## src/design/multi_axis_bin_index_defines.svh

```systemverilog
// ----------------------------------------------------------------------------
// multi_axis_bin_index assertion macros
// Shared concurrent assertion helpers, clocked on clk_i and held off in reset.
// ----------------------------------------------------------------------------
`ifndef MULTI_AXIS_BIN_INDEX_DEFINES_SVH
`define MULTI_AXIS_BIN_INDEX_DEFINES_SVH

// same-cycle implication
`define MABI_ASSERT_IMP(lbl, ante, cons, msg) \
  lbl: assert property (@(posedge clk_i) disable iff (!rst_ni) (ante) |-> (cons)) \
    else $error(msg);

// next-cycle implication
`define MABI_ASSERT_NXT(lbl, ante, cons, msg) \
  lbl: assert property (@(posedge clk_i) disable iff (!rst_ni) (ante) |=> (cons)) \
    else $error(msg);

`endif

```

## src/design/mabi_pkg.sv

```systemverilog
// ----------------------------------------------------------------------------
// mabi_pkg
// Types, constants and helpers shared by the bin lookup pipeline.
// ----------------------------------------------------------------------------
package mabi_pkg;

  localparam int unsigned MaxAxes   = 3;
  localparam int unsigned MaxBins   = 64;
  localparam int unsigned Slots     = MaxBins + 1;
  localparam int unsigned CoordBits = 32;
  localparam int unsigned SlotW     = 7;
  localparam int unsigned CntW      = 7;
  localparam int unsigned BinW      = 6;
  localparam int unsigned PartW     = 12;
  localparam int unsigned IdxW      = 18;
  localparam int unsigned AxisW     = 2;
  localparam int unsigned CfgIdxW   = 3;
  localparam int unsigned CfgDataW  = 7;

  typedef enum logic [0:0] {
    OP_LOAD   = 1'b0,
    OP_LOOKUP = 1'b1
  } opcode_e;

  typedef enum logic [1:0] {
    ST_OK    = 2'd0,
    ST_UNDER = 2'd1,
    ST_OVER  = 2'd2
  } status_e;

  typedef enum logic [CfgIdxW-1:0] {
    CFG_FLOW_MODE = 3'd0,
    CFG_EDGE_RULE = 3'd1,
    CFG_NUM_AXES  = 3'd2,
    CFG_BINS_AX0  = 3'd3,
    CFG_BINS_AX1  = 3'd4,
    CFG_BINS_AX2  = 3'd5
  } cfg_idx_e;

  // per-axis compare vectors against every edge slot
  typedef struct packed {
    logic [Slots-1:0] ge;
    logic [Slots-1:0] eq;
  } cmp_t;

  typedef struct packed {
    logic clamp_under;
    logic clamp_over;
    logic rule_upper;
  } flow_ctl_t;

  typedef struct packed {
    status_e         st;
    logic [BinW-1:0] bin;
  } axis_res_t;

  // bin count held to 1..MaxBins
  function automatic logic [CntW-1:0] eff_bins(input logic [CfgDataW-1:0] raw);
    logic [CntW-1:0] nb;
    nb = raw;
    if (nb == '0) begin
      nb = CntW'(1);
    end else if (nb > CntW'(MaxBins)) begin
      nb = CntW'(MaxBins);
    end
    return nb;
  endfunction

endpackage

```

## src/design/mabi_bin_sel.sv

```systemverilog
// ----------------------------------------------------------------------------
// mabi_bin_sel
// Picks the first edge not below the coordinate on each axis and turns it
// into a bin, applying the edge rule and the flow mode.
// ----------------------------------------------------------------------------
module mabi_bin_sel
  import mabi_pkg::*;
(
  input  logic                          clk_i,
  input  logic                          rst_ni,
  input  logic                          valid_i,
  input  cmp_t [MaxAxes-1:0]            cmp_i,
  input  logic [MaxAxes-1:0][CntW-1:0]  nbins_i,
  input  flow_ctl_t                     flow_i,
  output logic                          valid_o,
  output axis_res_t [MaxAxes-1:0]       res_o
);

  axis_res_t [MaxAxes-1:0] res_d, res_q;
  logic                    valid_q;

  always_comb begin
    logic [Slots-1:0] low;
    logic [SlotW-1:0] idx;
    logic [BinW-1:0]  last;
    logic             hit;
    logic             under;
    logic             found;
    for (int a = 0; a < MaxAxes; a++) begin
      // isolate the lowest set bit
      low   = cmp_i[a].ge & (~cmp_i[a].ge + Slots'(1));
      idx   = '0;
      for (int k = 0; k < Slots; k++) begin
        idx = idx | (low[k] ? SlotW'(k) : SlotW'(0));
      end
      hit   = |(low & cmp_i[a].eq);
      under = cmp_i[a].ge[0] & ~cmp_i[a].eq[0];
      found = |cmp_i[a].ge;
      last  = BinW'(nbins_i[a] - CntW'(1));

      res_d[a].st  = ST_OK;
      res_d[a].bin = '0;
      priority if (under) begin
        if (!flow_i.clamp_under) begin
          res_d[a].st = ST_UNDER;
        end
      end else if (!found) begin
        if (flow_i.clamp_over) begin
          res_d[a].bin = last;
        end else begin
          res_d[a].st = ST_OVER;
        end
      end else if (hit && flow_i.rule_upper) begin
        res_d[a].bin = (idx >= nbins_i[a]) ? last : idx[BinW-1:0];
      end else begin
        res_d[a].bin = (idx == '0) ? BinW'(0) : BinW'(idx - SlotW'(1));
      end
    end
  end

  always_ff @(posedge clk_i or negedge rst_ni) begin
    if (!rst_ni) begin
      valid_q <= 1'b0;
    end else begin
      valid_q <= valid_i;
    end
  end

  always_ff @(posedge clk_i) begin
    res_q <= res_d;
  end

  assign valid_o = valid_q;
  assign res_o   = res_q;

endmodule

```

## config.mk

```make
export PLATFORM = sky130hd
export DESIGN_NAME = mabi_bin_sel
export DESIGN_NICKNAME = d
export VERILOG_FILES = /design/src/design/multi_axis_bin_index_defines.svh /design/src/design/mabi_pkg.sv /design/src/design/mabi_bin_sel.sv
export SDC_FILE = /design/constraint.sdc
export NUM_CORES = 1
export LEC_CHECK = 0
export ABC_CLOCK_PERIOD_IN_PS = 800
export BUFFER_PORTS_ARGS = -buffer_cell sky130_fd_sc_hd__buf_2
export CAP_MARGIN = 20
export CORE_AREA = 2 2 170 172
export CTS_BUF_LIST = sky130_fd_sc_hd__clkbuf_8
export CTS_CLUSTER_DIAMETER = 60
export DETAILED_ROUTE_END_ITERATION = 12
export DIE_AREA = 0 0 172 174
export PLACE_DENSITY = 0.56
export SLEW_MARGIN = 25
export SYNTH_ARGS = -nofsm -noshare
export SYNTH_HDL_FRONTEND = slang
export SYNTH_SLANG_ARGS = --single-unit
```

## constraint.sdc

```tcl
create_clock -name clk_i -period 0.8 [get_ports clk_i]
set_input_delay 0 -clock clk_i [delete_from_list [all_inputs] [get_ports clk_i]]
set_output_delay 0 -clock clk_i [all_outputs]
set_load 0.03 [all_outputs]
```

==> impl_results.md, run 1 <==
- Worst hold path type: in2reg
- Final Hold Fails: 0
- Non-filler cells, final: 2881
- Slew HR: 40.8%
- Post-synth EDFFs: 0
- CTS Buf Count: 3
- Fin worst setup slack: -3.24 ns
- Unique masters post-synth: 89
- DRC: 0
- CTS tree: done
- I/O pin total: 442
- Synthesis-to-layout area growth: 97.7%
- RSZ-0062 raised after global routing: yes
- Result of the run: complete, but fails checks
- Via count: 16538
- DP Wirelength: 50900 um
- Yosys reg bits: 25
- GR Overflow Total: 0
- GRT Total Usage: 37.0%
- Worst-path fanout max: 3
- Avg Inst Size Synth: 6.45 sq um
- Failing checks: setup timing
- Leak Pwr: 8.52 nW
- Req. time, crit path: 0.99 ns
- Pre-CTS setup slack: -3.56 ns
- First-pass GRT wire length: 87000 um
- Final Setup Violations: 23
- Clock-pin transition on the worst setup and hold timing paths: 0.10 ns
- Peak VDD IR: 0.541 mV
- YS warnings: 0
- Nets: 2942
- Yosys top cell by area: a21oi_1
- Vias in the first global route: 16621
- Detailed Route Iter0 Violations: 1399
- Peak Freq: 248 MHz
- Gpl congestion: 1.03
- Buffers on Ports: 441
- Pwr Density: 480 nW/um^2
- Most Frequent Cell on Critical Path: or4_4
- Startpoint class of the critical path: primary input
- Initial Util: 31.8%
- Dominant synthesized flop cell: dfxtp_1
- Largest net degree at the start of global routing: 18
- Total iterations of the first detailed-routing run: 6
- Max Slew Vio Count: 0
- Post-synth top area share: 5.91%
- Site Rows: 62
- Die width: 172 um
- Worst hold margin: 0.0865 ns
- Initial antenna violation count: 2
- Total core area: 28200 sq um
- Register area share after synthesis: 5.63%
- DIE HEIGHT: 174 um
- Clock Sinks: 25
- Root Buffer: clkbuf_8
- Clk buf depth: 2
- Die area: 29900 sq um
- Slowest CP cell: or4_4
- Cells after Synth: 1392
- Wirelength, routed: 58100 um
- Critical Path Max Stage Delay: 0.55 ns
- Inst Count DP: 2849
- Vias per inst: 5.74
- Synth area leaders: a21oi_1 (5.9%), nor4_1 (5.6%), dfxtp_1 (5.3%), nor2_1 (4.7%), nand2_1 (4.5%)
- Cell area after synthesis: 8980 sq um
- Min Clock Period, post-route: 4.04 ns
- Worst path cell trace: buf_6, or4_4, or4_4, or4_4, or4_4, nand3_4, nor4_4, ha_1, nand2b_4, a21o_1, a21o_1, a21o_1, a21oi_2, o21ai_2, o211a_1, o21a_1, a211o_1, o311a_1
- Transition time of the tightest slew-check pin: 0.881 ns
- Final ANT Viol Nets: 0
- Final Cycle Share: 505%
- Layout cells sized above 1: 51.4%
- Critical path class: in2reg
- Critical Path AT: 4.23 ns
- Max_cap viols: 0
- Cell family with most CP delay: simple AND/OR/NAND/NOR gates
- CTS H-tree lvls: 1
- Drt wl/cell: 20.2 um
- Pwr Total: 8.53 mW
- Crit. End Element: register
- Syn Nets: 1839
- Post-synth ARST share: 4.00%
- Worst path bufs/invs: 1
[stage by stage]
step	area [sq um]	utilization [%]	setup TNS [ns]
floorplan	9320	-	-55.74
global placement	16900	59.8	-61.25
detailed placement	16900	59.8	-62.38
CTS	17500	61.9	-54.26
global route	17800	62.9	-57.65
finish	17800	62.9	-55.71
[cell usage after synthesis, types with 8 or more instances]
library cell,instances
nand2_1,107
a31oi_1,25
dfxtp_1,24
o21ai_0,49
a21oi_1,106
a32o_1,15
o21a_1,9
or3_1,26
nand3_1,66
nor3_1,74
clkbuf_1,42
a41oi_1,9
nand2b_1,16
a21o_1,13
o211ai_1,15
nor3b_1,11
and4_1,11
nor2_1,112
o22ai_1,10
nand3b_1,17
o31ai_1,10
nor2b_1,32
and3_1,30
inv_1,78
a32oi_1,19
ha_1,30
xnor2_1,10
or2_2,8
a211oi_1,21
a22oi_1,13
a221oi_1,13
o2111ai_1,17
nand4_1,49
nor4_1,80
and2_1,17
o311ai_0,10
or4_1,36
nor4b_1,22
nand4b_1,15
[registers in the layout (all words and copies together) (netlist names)]
register	cells
res_o	24
valid_o	1
[layout make-up]
type | instances | area [sq um]
fill | 2749 | 10500
multi-input combinational | 1240 | 8640
timing repair buffer | 1147 | 7760
sequential | 25 | 519
tap | 384 | 480
inverter | 78 | 303
clock buffer | 3 | 41.3
antenna | 3 | 7.51
clock inverter | 1 | 5.00
[cell families (layout without fill, tap and decap cells)]
| logic type | count (synthesis) | in the layout | synth area share, % |
|---|---|---|---|
| AND/OR/NAND/NOR | 756 | 756 | 48.1 |
| multiplexers | 9 | 9 | 1.07 |
| other | 0 | 3 | 0 |
| XOR/XNOR | 14 | 14 | 1.37 |
| adder cells (fa/ha/maj) | 30 | 30 | 4.18 |
| AO/OA/AOI/OAI | 431 | 431 | 34.0 |
| flip-flops | 25 | 25 | 5.63 |
| buffers and inverters | 127 | 1229 | 5.56 |
[final timing paths]
check	from	endpoint	slack [ns]	cells after the start
hold / removal	cmp_i[130]	res_o[14]$_SDFF_PN0_	0.09	3
setup / recovery	cmp_i[233]	res_o[13]$_SDFF_PP0_	-3.24	18
min in group asynchronous	rst_ni	valid_o$_DFF_PN0_	0.54	3
max in group asynchronous	rst_ni	valid_o$_DFF_PN0_	0.16	3
[what timing repair did]
action,CTS,global route
hold buffers,4,0
resized for setup,101,50
gates cloned,1,0
hold endpoints to repair,5,0
buffers inserted,13,10
pin swaps,30,27
endpoints found under the setup margin,46,33
[layout by cell type (no fill, tap or decap), types with 10 or more instances in the layout]
master	count
nand2b_1	13
a22oi_1	12
buf_4	693
nor2_1	109
nor4b_1	19
a32o_1	15
a211oi_1	15
nand4b_1	15
a21oi_1	100
nor2b_1	32
o22ai_1	10
or4_1	23
nand3_1	63
nand3b_1	17
nor3_1	69
a31oi_1	25
xnor2_1	10
o211ai_1	15
a21o_1	13
dfxtp_2	11
dfxtp_1	13
nor4_1	65
or3_1	20
nand4_1	49
nand2_1	102
or4_4	15
inv_1	75
o21ai_0	41
and2_1	15
ha_1	28
and3_1	27
buf_6	38
o31ai_1	10
nor3b_1	11
a32oi_1	18
buf_2	410
o2111ai_1	15
[metal layers]
layer,global-route usage (%),wire (um),up-vias
li1,-,-,7855
met1,42.6,22900,7652
met2,66.1,27900,819
met3,4.03,3580,212
met4,19.8,3680,0
met5,0,0,-
[tightest hold or removal path, stage by stage]
cell and delay (ns):
buf_2 0.10, nand2b_1 0.19, nor2_1 0.05
[power breakdown]
group / switching (mW) / internal (mW) / total (mW)
registers: 0.0609 / 1.36 / 1.42
clock network: 0.471 / 0.351 / 0.822
logic: 3.10 / 3.19 / 6.29
total: 3.63 / 4.90 / 8.53
Note: power is estimated with default switching activity, not from simulation.
==> run 2: changes to the inputs <==
--- a/config.mk
+++ b/config.mk
@@ -13,7 +13,6 @@
 export CTS_CLUSTER_DIAMETER = 60
 export DETAILED_ROUTE_END_ITERATION = 12
 export DIE_AREA = 0 0 172 174
-export PLACE_DENSITY = 0.56
 export SLEW_MARGIN = 25
 export SYNTH_ARGS = -nofsm -noshare
 export SYNTH_HDL_FRONTEND = slang
==> run 2 against run 1 <==
Against the previous run:
- setup slack gained 0.057 ns
- clock power grew 3.9%
- sequential cell count is the same
- routed wire length grew 2.6%
- global-route usage grew 1.2 points
- non-clock buffer count shrank 3
- via count grew 0.82%
- combinational power is essentially flat
- the run still ends with setup timing left
- maximum frequency grew 1.4%
- largest power group unchanged
- die area is the same
==> impl_results.md, run 2 (same netlist as run 1, synthesis figures left out) <==
- Most Frequent Cell on Critical Path: or4_4 (unchanged)
- Wirelength, routed: 59600 um (was 58100 um)
- Total core area: 28200 sq um (unchanged)
- Total iterations of the first detailed-routing run: 5 (was 6)
- I/O pin total: 442 (unchanged)
- Initial Util: 31.8% (unchanged)
- Vias in the first global route: 16746 (was 16621)
- Clock-pin transition on the worst setup and hold timing paths: 0.11 ns (was 0.10 ns)
- DP Area: 16800 sq um (was 16900 sq um)
- GR Overflow Total: 0 (unchanged)
- Crit. End Element: register (unchanged)
- Nets: 2939 (was 2942)
- Slowest CP cell: or4_4 (unchanged)
- GRT Total Usage: 38.2% (was 37.0%)
- Gate power share: 73.6% (was 73.8%)
- Startpoint class of the critical path: primary input (unchanged)
- Drt wl/cell: 20.7 um (was 20.2 um)
- DR top layer: met4 (unchanged)
- Psw: 3.70 mW (was 3.63 mW)
- Final-layout fill cell count: 2749 (unchanged)
- Commonest non-fill, non-tap cell in the layout: buf_4 (unchanged)
- Final Cycle Share: 498% (was 505%)
- Max reg flops: 24 (unchanged)
- CTS H-tree lvls: 1 (unchanged)
- Pwr Density: 486 nW/um^2 (was 480 nW/um^2)
- Failing checks: setup timing (unchanged)
- Area occupied by registers: 528 sq um (was 519 sq um)
- Peak Freq: 251 MHz (was 248 MHz)
- Die width: 172 um (unchanged)
- Most frequent cells in the layout: buf_4 (685), buf_2 (408), nor2_1 (108), a21oi_1 (101), nand2_1 (100) (was buf_4 (693), buf_2 (410), nor2_1 (109), nand2_1 (102), a21oi_1 (100))
- Clock Sinks: 25 (unchanged)
- Largest net degree at the start of global routing: 17 (was 18)
- DP Wirelength: 51300 um (was 50900 um)
- Leak Pwr: 8.49 nW (was 8.52 nW)
- Buffers on Ports: 441 (unchanged)
- Result of the run: complete, but fails checks (unchanged)
- Slew HR: 41.8% (was 40.8%)
- Met1 WL: 23700 um (was 22900 um)
- Area occupied by multi-input gates: 8580 sq um (was 8640 sq um)
- Req. time, crit path: 1.03 ns (was 0.99 ns)
- CTS tree: done (unchanged)
- Clk buf depth: 2 (unchanged)
- Min Clock Period, post-route: 3.98 ns (was 4.04 ns)
- Max Slew Vio Count: 0 (unchanged)
- Detailed Route Iter0 Violations: 1234 (was 1399)
- Routed wl met3: 3870 um (was 3580 um)
- Critical Path Max Stage Delay: 0.54 ns (was 0.55 ns)
- Fin worst setup slack: -3.18 ns (was -3.24 ns)
- DIE HEIGHT: 174 um (unchanged)
- Site Rows: 62 (unchanged)
- Worst-path fanout max: 2 (was 3)
- DRC: 0 (unchanged)
- Worst path cell trace: buf_6, or4_4, or4_4, or4_4, or4_4, nand3_4, nor4_4, ha_1, nand2b_4, a21o_1, a21o_1, a21o_1, a21oi_2, o21a_1, mux2_2, o21ai_2, a21oi_1, nor3_1 (was buf_6, or4_4, or4_4, or4_4, or4_4, nand3_4, nor4_4, ha_1, nand2b_4, a21o_1, a21o_1, a21o_1, a21oi_2, o21ai_2, o211a_1, o21a_1, a211o_1, o311a_1)
- Final Hold Fails: 0 (unchanged)
- Max_cap viols: 0 (unchanged)
- Share of power burned in the clock network: 9.9% (was 9.6%)
- Critical Path AT: 4.21 ns (was 4.23 ns)
- Pwr Total: 8.59 mW (was 8.53 mW)
- Die area: 29900 sq um (unchanged)
- Synthesis-to-layout area growth: 97.0% (was 97.7%)
- Final Setup Violations: 24 (was 23)
- Worst hold path type: in2reg (unchanged)
- Final ANT Viol Nets: 0 (unchanged)
- Pre-CTS setup slack: -3.55 ns (was -3.56 ns)
- Internal power: 4.90 mW (about the same)
- Finished layout cell area: 17700 sq um (was 17800 sq um)
- Layout cells sized above 1: 51.3% (was 51.4%)
- Routed length on met2: 28500 um (was 27900 um)
- CTS Buf Count: 3 (unchanged)
- Seq pwr share: 16.5% (was 16.6%)
- Gpl congestion: 1.07 (was 1.03)
- Transition time of the tightest slew-check pin: 0.851 ns (was 0.881 ns)
- Vias per inst: 5.79 (was 5.74)
- First-pass GRT wire length: 89900 um (was 87000 um)
- Root Buffer: clkbuf_8 (unchanged)
- RSZ-0062 raised after global routing: yes (unchanged)
- Initial antenna violation count: 4 (was 2)
- Sw Ratio: 43.0% (was 42.6%)
- Peak VDD IR: 0.498 mV (was 0.541 mV)
- Via count: 16674 (was 16538)
- Critical path class: in2reg (unchanged)
run 2: changes by cell type in the layout (fill, tap and decap cells not counted), sizes merged:
cell    delta
diode      +1
clkbuf     +1
buf        -4
run 2: worst max-delay path, delay by kind of cell:
family                   cells  cell delay (ns)
multiplexers                 1             0.35
AO/OA/AOI/OAI                7             1.00
AND/OR/NAND/NOR              8             2.44
adder cells (fa/ha/maj)      1             0.31
buffers and inverters        1             0.09
run 2: worst paths after layout:
path                       cells after the start        from                    to
max in group asynchronous                      3      rst_ni     valid_o$_DFF_PN0_
worst max-delay path                          18  cmp_i[233]   res_o[9]$_SDFF_PP0_
min in group asynchronous                      3      rst_ni     valid_o$_DFF_PN0_
worst min-delay path                           3  cmp_i[130]  res_o[14]$_SDFF_PN0_
run 2: repair_timing:
| action | CTS | global route |
|---|---|---|
| pin swaps | 37 | 18 |
| setup buffers | 18 | 4 |
| hold endpoints to repair | 5 | 0 |
| resized for setup | 101 | 48 |
| hold buffers | 4 | 0 |
| endpoints found under the setup margin | 45 | 44 |
run 2: per-layer routing:
metal	vias up	global-route usage, %
li1	7850	-
met1	7787	45.4
met2	849	66.0
met3	188	4.94
met4	0	20.6
met5	-	0
run 2: power by group through the flow:
stage	Clock [mW]	Sequential, mW	Combinational (mW)
after global placement	0	1.41	5.80
after CTS	0.864	1.40	6.11
after detailed placement	0	1.41	5.85
after floorplan	0	1.60	1.79
after global routing	0.919	1.43	6.74
final	0.854	1.42	6.32
run 2: cell type report:
class | count | share of cell area [%]
clock inverter | 1 | 0.0283
sequential | 25 | 2.98
clock buffer | 3 | 0.233
antenna | 4 | 0.0566
tap | 384 | 2.72
inverter | 78 | 1.68
multi-input combinational | 1240 | 48.5
timing repair buffer | 1144 | 43.8
run 2: through the flow:
stage | hold slack, ns | cells | setup TNS [ns] | util, %
floorplan | -0.296 | 1392 | -55.74 | -
global placement | -0.223 | 2846 | -61.27 | 59.6
detailed placement | -0.222 | 2846 | -62.54 | 59.6
CTS | 0.0846 | 2870 | -54.06 | 61.9
global route | 0.0911 | 2879 | -56.26 | 62.6
finish | 0.109 | 2879 | -54.14 | 62.6
