$ cat config.mk
export PLATFORM = sky130hd
export DESIGN_NAME = mabi_combine
export DESIGN_NICKNAME = d
export VERILOG_FILES = /design/src/design/multi_axis_bin_index_defines.svh /design/src/design/mabi_pkg.sv /design/src/design/mabi_combine.sv
export SDC_FILE = /design/constraint.sdc
export NUM_CORES = 1
export LEC_CHECK = 0
export ABC_AREA = 0
export BUFFER_PORTS_ARGS = -buffer_cell sky130_fd_sc_hd__buf_2
export CORE_MARGIN = 3
export CORE_UTILIZATION = 35
export DETAILED_ROUTE_END_ITERATION = 10
export PLACE_DENSITY = 0.52
export SLEW_MARGIN = 5
export SYNTH_ARGS = -nofsm -noshare
export SYNTH_HDL_FRONTEND = slang
export SYNTH_SLANG_ARGS = --single-unit
$ cat constraint.sdc
create_clock -name clk_i -period 6.2 [get_ports clk_i]
set_input_delay 0.31 -clock clk_i [delete_from_list [all_inputs] [get_ports clk_i]]
set_output_delay 0.31 -clock clk_i [all_outputs]
set_load 0.05 [all_outputs]
$ cat src/design/multi_axis_bin_index_defines.svh
// ----------------------------------------------------------------------------
// multi_axis_bin_index assertion macros
// Shared concurrent assertion helpers, clocked on clk_i and held off in reset.
// ----------------------------------------------------------------------------
`ifndef MULTI_AXIS_BIN_INDEX_DEFINES_SVH
`define MULTI_AXIS_BIN_INDEX_DEFINES_SVH

// same-cycle implication
`define MABI_ASSERT_IMP(lbl, ante, cons, msg) \
  lbl: assert property (@(posedge clk_i) disable iff (!rst_ni) (ante) |-> (cons)) \
    else $error(msg);

// next-cycle implication
`define MABI_ASSERT_NXT(lbl, ante, cons, msg) \
  lbl: assert property (@(posedge clk_i) disable iff (!rst_ni) (ante) |=> (cons)) \
    else $error(msg);

`endif

$ cat src/design/mabi_pkg.sv
// ----------------------------------------------------------------------------
// mabi_pkg
// Types, constants and helpers shared by the bin lookup pipeline.
// ----------------------------------------------------------------------------
package mabi_pkg;

  localparam int unsigned MaxAxes   = 3;
  localparam int unsigned MaxBins   = 64;
  localparam int unsigned Slots     = MaxBins + 1;
  localparam int unsigned CoordBits = 32;
  localparam int unsigned SlotW     = 7;
  localparam int unsigned CntW      = 7;
  localparam int unsigned BinW      = 6;
  localparam int unsigned PartW     = 12;
  localparam int unsigned IdxW      = 18;
  localparam int unsigned AxisW     = 2;
  localparam int unsigned CfgIdxW   = 3;
  localparam int unsigned CfgDataW  = 7;

  typedef enum logic [0:0] {
    OP_LOAD   = 1'b0,
    OP_LOOKUP = 1'b1
  } opcode_e;

  typedef enum logic [1:0] {
    ST_OK    = 2'd0,
    ST_UNDER = 2'd1,
    ST_OVER  = 2'd2
  } status_e;

  typedef enum logic [CfgIdxW-1:0] {
    CFG_FLOW_MODE = 3'd0,
    CFG_EDGE_RULE = 3'd1,
    CFG_NUM_AXES  = 3'd2,
    CFG_BINS_AX0  = 3'd3,
    CFG_BINS_AX1  = 3'd4,
    CFG_BINS_AX2  = 3'd5
  } cfg_idx_e;

  // per-axis compare vectors against every edge slot
  typedef struct packed {
    logic [Slots-1:0] ge;
    logic [Slots-1:0] eq;
  } cmp_t;

  typedef struct packed {
    logic clamp_under;
    logic clamp_over;
    logic rule_upper;
  } flow_ctl_t;

  typedef struct packed {
    status_e         st;
    logic [BinW-1:0] bin;
  } axis_res_t;

  // bin count held to 1..MaxBins
  function automatic logic [CntW-1:0] eff_bins(input logic [CfgDataW-1:0] raw);
    logic [CntW-1:0] nb;
    nb = raw;
    if (nb == '0) begin
      nb = CntW'(1);
    end else if (nb > CntW'(MaxBins)) begin
      nb = CntW'(MaxBins);
    end
    return nb;
  endfunction

endpackage

$ cat src/design/mabi_combine.sv
// ----------------------------------------------------------------------------
// mabi_combine
// Resolves the reported fault and folds the per-axis bins row-major into the
// flat index over two multiply stages.
// ----------------------------------------------------------------------------
module mabi_combine
  import mabi_pkg::*;
(
  input  logic                          clk_i,
  input  logic                          rst_ni,
  input  logic                          valid_i,
  input  axis_res_t [MaxAxes-1:0]       res_i,
  input  logic [MaxAxes-1:0][CntW-1:0]  nbins_i,
  input  logic [AxisW-1:0]              naxes_i,
  output logic                          valid_o,
  output logic [IdxW-1:0]               flat_index_o,
  output status_e                       status_o,
  output logic [AxisW-1:0]              fault_axis_o
);

  // stage one: first product and fault pick
  logic               p_valid_q;
  logic [PartW-1:0]   part_d, part_q;
  logic [BinW-1:0]    bin2_q;
  logic               use3_q;
  status_e            fst_d, fst_q;
  logic [AxisW-1:0]   fax_d, fax_q;

  // stage two: result register
  logic               o_valid_q;
  logic [IdxW-1:0]    flat_d, flat_q;
  status_e            ost_q;
  logic [AxisW-1:0]   oax_q;

  always_comb begin
    logic [PartW:0] prod;
    fst_d = ST_OK;
    fax_d = '0;
    // walk down so the lowest faulting axis wins
    for (int a = MaxAxes - 1; a >= 0; a--) begin
      if ((AxisW'(a) < naxes_i) && (res_i[a].st != ST_OK)) begin
        fst_d = res_i[a].st;
        fax_d = AxisW'(a);
      end
    end
    prod = (PartW+1)'(res_i[0].bin) * (PartW+1)'(nbins_i[1]) + (PartW+1)'(res_i[1].bin);
    part_d = (naxes_i >= AxisW'(2)) ? prod[PartW-1:0] : PartW'(res_i[0].bin);
  end

  always_comb begin
    logic [IdxW:0] full;
    full   = (IdxW+1)'(part_q) * (IdxW+1)'(nbins_i[2]) + (IdxW+1)'(bin2_q);
    flat_d = use3_q ? full[IdxW-1:0] : IdxW'(part_q);
    if (fst_q != ST_OK) begin
      flat_d = '0;
    end
  end

  always_ff @(posedge clk_i or negedge rst_ni) begin
    if (!rst_ni) begin
      p_valid_q <= 1'b0;
      o_valid_q <= 1'b0;
    end else begin
      p_valid_q <= valid_i;
      o_valid_q <= p_valid_q;
    end
  end

  always_ff @(posedge clk_i) begin
    part_q <= part_d;
    bin2_q <= res_i[2].bin;
    use3_q <= (naxes_i == AxisW'(3));
    fst_q  <= fst_d;
    fax_q  <= fax_d;
    flat_q <= flat_d;
    ost_q  <= fst_q;
    oax_q  <= fax_q;
  end

  assign valid_o      = o_valid_q;
  assign flat_index_o = flat_q;
  assign status_o     = ost_q;
  assign fault_axis_o = oax_q;

endmodule

==> metrics, run 1 <==
LEAKAGE roughly 3.3 nW; CP startpoint kind flip-flop; net count after synthesis 827; Tightest Pin Transition slightly below 0.6 ns; critical path buffer and inverter count 4; Peak VDD IR between 0.2 and 0.3 mV; yosys synthesis warning count 0; CTS tree yes; DIE AREA between 0.015 and 0.02 sq mm; chip width between 100 and 150 um; largest net degree at the start of global routing 14; Area Growth Syn to Fin 12.27%; fin crit share 74.24%; clk sinks 47; WHS 0.1102 ns; total power roughly 3.5 mW; clock-pin slew on the worst setup and hold paths approximately 0.06 ns; initial core utilization between 30% and 40%; Post-CTS Setup Bufs 0; status complete, no violations; Fin Setup TNS 0 ns; I/O Buffers 65; Layout Skew about 0.0055 ns; Ports 73; Clock Latency Late Sink around 0.30 ns; hold_buf cts 1; share of cells above drive strength 1 about 11%; Resized Gates After CTS 0; RD Place Congestion roughly 0.82; row cnt 45; CP Cell Sequence and2_1, fa_1, inv_1, fa_1, inv_1, fa_1, inv_1, fa_1, inv_1, ha_1, o21a_1, o31a_1, o311ai_0, a31oi_1, o21ai_0, nor3b_1; most used flip-flop cell after synthesis dfxtp_1; antenna cells 0; Slew Limit Headroom 60.38%; global-route wire length before repair roughly 22,000 um; Residual DRC 0; worst-path fanout max 8; H-tree level count 2; Max-Cap Viols 0; Largest stage delay, worst path roughly 0.53 ns; NetSw 1.820 mW; vias in the first global route 4,687; CTS Buf Count 5; wire per inst 14.06 um; EDFF count, synth 0; clock root buffer clkbuf_16; Fmax 217.3 MHz; clock share of power 7.5%; FF+latch count, synth 47; CP Class flip-flop to flip-flop; Finish-stage setup viols 0; Switching Share 52.20%; commonest non-fill, non-tap cell in the layout inv_1; Hold Violations, Final 0; Initial DRC Count about 140; Longest Clk Path Bufs 2; asr flop ratio synth roughly 4.3%; Combinational Power Share 79.9%; RSZ-0062 raised after global routing no; kind of end point of the critical path flip-flop; final number of max-transition violations 0; fin nets 890; Die Height 133.5 um; Mean Syn Cell Area 9.076 sq um; commonest cells after routing, fill and taps aside inv_1, and2_1, fa_1, ha_1, buf_2; PD cells 545.7 mW/mm^2; via count 4,324; post-synthesis sequential area ratio between 10% and 20%; Synth area leaders fa_1, ha_1, dfxtp_1; 1st-pass router iterations 4; drt total wl ~13,000 um; WP data required 6.42 ns; Yosys cell types 45; placed wire-length estimate approximately 11,000 um; Worst Hold Class primary input to flip-flop; min Tclk post-route between 4 and 5 ns; Core Area 0.01554 sq mm; part of the power in registers roughly an eighth; Int Pwr approximately 1.7 mW; Synth Instances around 630; Crit path max-delay family adder cells; cell taking the most area after synthesis fa_1; Max stage delay cell, worst path fa_1; GRT overflow 0; post-synthesis cell area about 0.0057 sq mm; Worst EP arrival 4.82 ns; area share of the largest cell type after synthesis between 20% and 30%; gr usage total 15.36%; Antenna Violating Nets Remaining 0; Via density between 4 and 5; fillers 1,617; initial antenna violation count 1
## path summary, 6_finish.rpt
kind	from	to	slack, ns	cells after the start
setup / recovery	part_q[3]	flat_index_o[16]	1.60	16
hold / removal	res_i[16]	bin2_q[0]	0.11	1
setup reg to reg	part_q[3]	flat_index_o[16]	1.60	16
hold reg to reg	fax_q[0]	fault_axis_o[0]	0.33	0
max in group asynchronous	rst_ni	p_valid_q	5.78	2
min in group asynchronous	rst_ni	valid_o	0.33	2
## sequential cells by signal (all words and copies together) (netlist names)
register,flops
fax_q,2
use3_q,1
fst_q,2
part_q,12
bin2_q,6
valid_o,1
p_valid_q,1
status_o,2
fault_axis_o,2
flat_index_o,18
## power by group through the flow
stage	logic (mW)	registers, mW	clock network [mW]
after floorplan	2.15	0.507	0
after global routing	3.21	0.452	0.285
after global placement	2.73	0.449	0
after detailed placement	2.77	0.449	0
after CTS	2.80	0.442	0.274
final	2.78	0.441	0.260
## worst register-to-register path: cells and delay by family (launching register included)
| kind | cells | cell delay (ns) |
|---|---|---|
| flops | 1 | 0.41 |
| buf+inv | 4 | 0.20 |
| simple gates | 2 | 0.40 |
| fa+ha+maj | 5 | 2.40 |
| compound gates | 5 | 1.13 |
## cells by family (layout without fill, tap and decap cells)
logic type	after synthesis	in the layout	share of synthesized area, %
buf+inv	119	183	7.872
mux	9	9	1.649
xor+xnor	18	18	2.770
flops	47	47	16.71
fa+ha+maj	150	150	43.14
compound gates	82	82	9.499
simple gates	202	202	18.36
## cells in the mapped netlist (all sizes together) (3+ instances only)
master  count
a211oi      8
a21o        8
a21oi      21
and2       89
clkbuf      9
dfxtp      45
fa         77
ha         73
inv       107
mux2        3
mux2i       6
nand2      61
nand3       4
nor2       26
nor2b       3
nor3        8
nor3b       3
o21a        7
o21ai      16
xnor2      14
xor2        4
## metrics by stage
stage | utilization, % | instances | worst slack [ns] | cell area (sq um)
6_report | 41.11 | 902 | 1.597 | 6389
3_3_place_gp | 40.16 | 893 | 1.577 | 6241
4_1_cts | 41.11 | 902 | 1.597 | 6389
2_1_floorplan | - | 627 | 1.918 | 5690
3_5_place_dp | 40.16 | 893 | 1.533 | 6241
5_1_grt | 41.11 | 902 | 1.343 | 6389
## routing by layer
layer / vias up / global-route usage (%) / share of wire (%)
met5: - / 0 / 0.16
met4: 2 / 4.000 / 1.5
met3: 18 / 2.606 / 3.8
met2: 78 / 26.78 / 48
met1: 2098 / 19.79 / 46
li1: 2128 / - / -
## area by class of cell
type	instances	area, sq um	area share [%]
sequential	47	950.9	14.88
tap	211	264.0	4.132
clock buffer	7	132.6	2.076
multi-input combinational	461	4292	67.18
timing repair buffer	66	335.3	5.249
inverter	109	409.1	6.404
clock inverter	1	5.005	0.07834
Note: power is estimated with default switching activity, not from simulation.
==> run 2, diff against run 1 <==
- ABC_AREA: 0 -> 1
- PLACE_DENSITY: 0.52 -> 0.51
- clock period: 6.2 -> 4.63 ns (I/O delays scaled with it)
==> run 2 against run 1 <==
Non-clock buffer count up 1. Synthesized cell count up 42%. Register-to-register slack worse by 1.1 ns. First-iteration DRC count up 46%. Sequential share of layout area down 1.1 points.
==> metrics, run 2 <==
vias in the first global route 5,422 (+16%); Mean Syn Cell Area 7.027 sq um (-23%); Fin Setup TNS 0 ns (unchanged); CP startpoint kind flip-flop; WP data required 4.81 ns (-1.61 ns); chip width 139.8 um (+4.7%); Fmax 240.8 MHz (+11%); RSZ-0062 raised after global routing no; fin crit share 89.69% (+15 points); Ports 73 (unchanged); clk sinks 47 (unchanged); row cnt 48 (+6.7%); Yosys cell types 30 (-33%); CTS tree yes; global-route wire length before repair 24,980 um (+12%); Worst Hold Class primary input to flip-flop; 1st-pass router iterations 4 (unchanged); Area Growth Syn to Fin 10.36%; Layout Skew 0.008867 ns (+0.003410 ns); RD Place Congestion 0.8457 (+2.5%); clock root buffer clkbuf_16; final number of max-transition violations 0 (unchanged); clock-pin slew on the worst setup and hold paths 0.07 ns (about the same); DIE AREA 0.01955 sq mm (+9.7%); CP Cell Sequence nand2_1, fa_1, fa_1, inv_1, fa_1, inv_1, fa_1, inv_1, ha_1, nand2_1, nor2_1, nand2_2, nand3_1, nand2_1, o21ai_0, inv_1; Initial DRC Count 208 (+46%); initial core utilization 35.99% (-0.63 points); Post-Synth Adder-Cell Area 39.16% (-4.0 points); post-synthesis cell area 0.006269 sq mm (+10%); Max-Cap Viols 0 (unchanged); xor/xnor share of the synthesized area 1.257% (-1.5 points); min Tclk post-route 4.152 ns (-0.4502 ns); Crit path max-delay family adder cells; net count after synthesis 1,092 (+32%); EDFF count, synth 0 (unchanged); Finish-stage setup viols 0 (unchanged); I/O Buffers 65 (unchanged); asr flop ratio synth 4.255% (unchanged); Synth Area in Simple Gates 21.94% (+3.6 points); Residual DRC 0 (unchanged); Tightest Pin Transition 0.7914 ns (+0.1980 ns); Longest Clk Path Bufs 2 (unchanged); worst-path fanout max 8 (unchanged); Core Area 0.01742 sq mm (+12%); Hold Violations, Final 0 (unchanged); Post-CTS Setup Bufs 0 (unchanged); area fraction in compound gates after synthesis 4.351% (-5.1 points); largest net degree at the start of global routing 22 (+8); Slew Limit Headroom 47.17% (-13 points); Antenna Violating Nets Remaining 0 (unchanged); final instance area 0.006918 sq mm (+8.3%); share of cells above drive strength 1 9.168% (-2.0 points); commonest cells after routing, fill and taps aside nand2_1, inv_1, fa_1, ha_1, buf_2; fin cells 1,163 (+29%); largest family of logic cells by synthesized area adder cells; initial antenna violation count 0 (-1); status complete, no violations; post-synthesis sequential area ratio 15.17% (-1.5 points); fin nets 1,137 (+28%); via count 5,101 (+18%); Worst EP arrival 4.34 ns (-0.48 ns); placed wire-length estimate 11,460 um (+7.1%); Clock Latency Late Sink 0.30 ns (about the same); synth cell count leaders inv_1, nand2_1, fa_1; wire per inst 11.70 um (-17%); Largest stage delay, worst path 0.54 ns (about the same); Synth Instances 892 (+42%); most used flip-flop cell after synthesis dfxtp_1; DP Area 0.006764 sq mm (+8.4%); cell taking the most area after synthesis fa_1; fillers 1,898 (+17%); FF+latch count, synth 47 (unchanged); area share of the largest cell type after synthesis 24.59% (-2.5 points); Synth area leaders fa_1, inv_1, nand2_1; GRT overflow 0 (unchanged); multiplexer share of the synthesized area 0.8982% (-0.75 points); Via density 4.386 (-8.5%); Max stage delay cell, worst path fa_1; Die Height 139.8 um (+4.7%); critical path buffer and inverter count 4 (unchanged); CP Class flip-flop to flip-flop; DP Cell Count 1,154 (+29%); gr usage total 15.34% (-0.023 points); drt total wl 13,600 um (+7.3%); max reg flops 18 (unchanged); CTS Buf Count 5 (unchanged); kind of end point of the critical path flip-flop; H-tree level count 2 (unchanged); yosys synthesis warning count 0 (unchanged); antenna cells 0 (unchanged)
[run 2: kinds of logic (layout without fill, tap and decap cells)]
logic type	count (synthesis)	count (layout)
buf+inv	285	331
flops	47	47
xor+xnor	9	9
simple gates	345	345
compound gates	51	51
fa+ha+maj	150	150
mux	5	5
[run 2: metrics by stage]
| step | util, % | hold WS [ns] | worst slack [ns] |
|---|---|---|---|
| floorplan | - | -0.06409 | 0.7307 |
| global placement | 38.84 | 0.01738 | 0.5248 |
| detailed placement | 38.84 | 0.01923 | 0.4864 |
| CTS | 39.72 | 0.01468 | 0.4797 |
| global route | 39.72 | 0.01161 | 0.1645 |
| finish | 39.72 | 0.02391 | 0.4776 |
[run 2: routing by layer]
metal  share of wire, %  vias to the layer above  wire (um)  track usage [%]
met5                  0                        -          0                0
met4                1.1                        0        148            3.162
met3                3.7                       10        507            2.543
met2                 48                       69       6499            26.66
met1                 47                     2352       6448            20.15
li1                   -                     2670          -                -
[run 2: timing repair]
item	CTS	global route
hold endpoints to repair	2	0
hold buffers	1	0
resized for setup	0	0
[run 2: worst paths after layout]
path / startpoint / slack (ns) / depth (start not counted) / endpoint
setup / recovery: part_q[1] / 0.48 / 16 / flat_index_o[9]
hold / removal: res_i[17] / 0.02 / 1 / bin2_q[1]
setup reg to reg: part_q[1] / 0.48 / 16 / flat_index_o[9]
hold reg to reg: fax_q[0] / 0.33 / 0 / fault_axis_o[0]
max in group asynchronous: rst_ni / 4.29 / 2 / p_valid_q
min in group asynchronous: rst_ni / 0.25 / 2 / valid_o
[run 2: final cells by class]
class                      instances  area, sq um  area share [%]
multi-input combinational        560         4238           61.26
timing repair buffer              67        342.8           4.956
inverter                         256        960.9           13.89
tap                              225        281.5           4.069
sequential                        47        950.9           13.75
clock buffer                       5        125.1           1.809
clock inverter                     3        18.77          0.2713
Power of run 2 is left out: the tool's default activity adds up to more than one toggle a clock period on the data nets, which glitch-free logic cannot reach.
==> run 3, diff against run 2 <==
- CELL_PAD_IN_SITES_DETAIL_PLACEMENT: default -> 0
- CELL_PAD_IN_SITES_GLOBAL_PLACEMENT: default -> 1
- CORE_ASPECT_RATIO: default -> 1.5
- PLACE_DENSITY: 0.51 -> 0.67
==> run 3 against run 2 <==
Die area grew 0.17%. Sequential cell count is the same. Final area is essentially flat. Clock skew shrank 0.0022 ns. Non-clock buffer count grew 1. Final cell count shrank 0.86%. Via count grew 0.90%. Global-route usage grew 0.38 points. Core utilization shrank 0.15 points. Hold slack gained 0.0046 ns. Sequential share of layout area is essentially flat. Critical path depth is the same. Critical path type unchanged. Largest cell class unchanged.
==> metrics, run 3 (synthesized netlist as in run 2, its figures left out) <==
status complete, no violations; Fin Setup TNS 0 ns (unchanged); max reg flops 18 (unchanged); CTS Buf Count 5 (unchanged); I/O Buffers 65 (unchanged); Post-CTS Setup Bufs 0 (unchanged); fin crit share 89.76% (about the same); r2r setup slk 0.47 ns (about the same); placed wire-length estimate 12,220 um (+6.6%); worst r2r src part_q[2]; CP Class flip-flop to flip-flop; GRT overflow 0 (unchanged); share of cells above drive strength 1 9.265% (+0.097 points); fillers 1,911 (+0.68%); Residual DRC 0 (unchanged); WHS 0.02848 ns (+0.004570 ns); Initial DRC Count 220 (+5.8%); CP Cell Sequence nand2_1, fa_1, fa_1, inv_1, fa_1, inv_1, fa_1, inv_1, ha_1, nand2_1, clkinv_1, a21oi_2, nand2_1, nand2_1, nand3_1, a21oi_1; min Tclk post-route 4.156 ns (+0.003603 ns); Via density 4.464 (+1.8%); final instance area 0.006923 sq mm (about the same); WP data required 4.86 ns (+0.05 ns); kind of end point of the critical path flip-flop; commonest cells after routing, fill and taps aside nand2_1, inv_1, fa_1, ha_1, buf_2; Core Area 0.01750 sq mm (+0.45%); gr usage total 15.72% (+0.38 points); final number of max-transition violations 0 (unchanged); critical path buffer and inverter count 4 (unchanged); Die Height 169.9 um (+22%); pre-CTS setup slack 0.4326 ns (-0.05379 ns); Antenna Violating Nets Remaining 0 (unchanged); vias in the first global route 5,562 (+2.6%); Worst EP arrival 4.38 ns (+0.04 ns); Crit path max-delay family adder cells; Max stage delay cell, worst path fa_1; clock root buffer clkbuf_16; Largest stage delay, worst path 0.54 ns (about the same); min-delay src res_i[20]; Area Growth Syn to Fin 10.44% (about the same); Tightest Pin Transition 0.8071 ns (+0.01565 ns); clock-pin slew on the worst setup and hold paths 0.08 ns (about the same); chip width 115.3 um (-18%); clk sinks 47 (unchanged); Finish-stage setup viols 0 (unchanged); Max-Cap Viols 0 (unchanged); via count 5,147 (+0.90%); global-route wire length before repair 24,930 um (-0.22%); Min-Delay Endpoint bin2_q[4]; worst setup margin 0.4740 ns (-0.003603 ns); DP Area 0.006756 sq mm (-0.11%); Worst Hold Class primary input to flip-flop; fin nets 1,138 (+0.088%); Layout Skew 0.006693 ns (-0.002174 ns); Hold Violations, Final 0 (unchanged); initial antenna violation count 1 (+1); DIE AREA 0.01958 sq mm (+0.17%); reg-to-reg endpoint flat_index_o[16]; RD Place Congestion 0.8627 (+2.0%); FF-to-FF path depth 16 (unchanged); CP startpoint kind flip-flop; wire per inst 12.15 um (+3.9%); 1st-pass router iterations 4 (unchanged); RSZ-0062 raised after global routing no; Slew Limit Headroom 46.12% (-1.0 points); Hold Path Stages 1 (unchanged); largest net degree at the start of global routing 22 (unchanged); drt total wl 14,010 um (+3.0%); Fmax 240.6 MHz (about the same); Ports 73 (unchanged); initial core utilization 35.83% (-0.16 points); CTS tree yes; H-tree level count 2 (unchanged); Longest Clk Path Bufs 2 (unchanged); Clock Latency Late Sink 0.30 ns (about the same); row cnt 59 (+23%); worst-path fanout max 8 (unchanged)
## run 3: how the worst max path moves through the flow
stage          slack, ns         from          endpoint  cells after the start
2_1_floorplan       0.73  nbins_i[20]  flat_index_o[16]                     18
3_3_place_gp        0.48  nbins_i[20]  flat_index_o[16]                     18
3_5_place_dp        0.43  nbins_i[20]  flat_index_o[16]                     18
4_1_cts             0.44    part_q[2]  flat_index_o[16]                     16
5_1_grt             0.19    part_q[2]  flat_index_o[16]                     17
6_report            0.47    part_q[2]  flat_index_o[16]                     16
## run 3: layout make-up
cell class              instances  area [sq um]  share of cell area [%]
inverters                     256         960.9                   13.88
repair buffers                 68         350.3                   5.061
diodes                          1         2.502                 0.03615
clock inverters                 3         28.78                  0.4157
multi-input cells             560          4238                   61.21
well taps                     213         266.5                   3.850
clock buffers                   5         125.1                   1.807
flip-flops and latches         47         950.9                   13.74
## run 3: metal layers
metal | up-vias | part of all wire [%] | GRT usage, %
li1 | 2677 | - | -
met1 | 2380 | 39 | 16.54
met2 | 66 | 56 | 31.45
met3 | 22 | 2.0 | 1.708
met4 | 2 | 2.5 | 5.209
met5 | - | 0.078 | 0
## run 3: stage by stage
stage	std cells	utilization (%)
6_report	1153	39.57
5_1_grt	1152	39.56
4_1_cts	1152	39.56
3_5_place_dp	1143	38.62
3_3_place_gp	1143	38.62
2_1_floorplan	892	-
## run 3: timing repair
item,in CTS,in global routing
resized for setup,0,0
hold buffers,1,0
endpoints found under the hold margin,2,0
Power of run 3 is left out for the same reason.
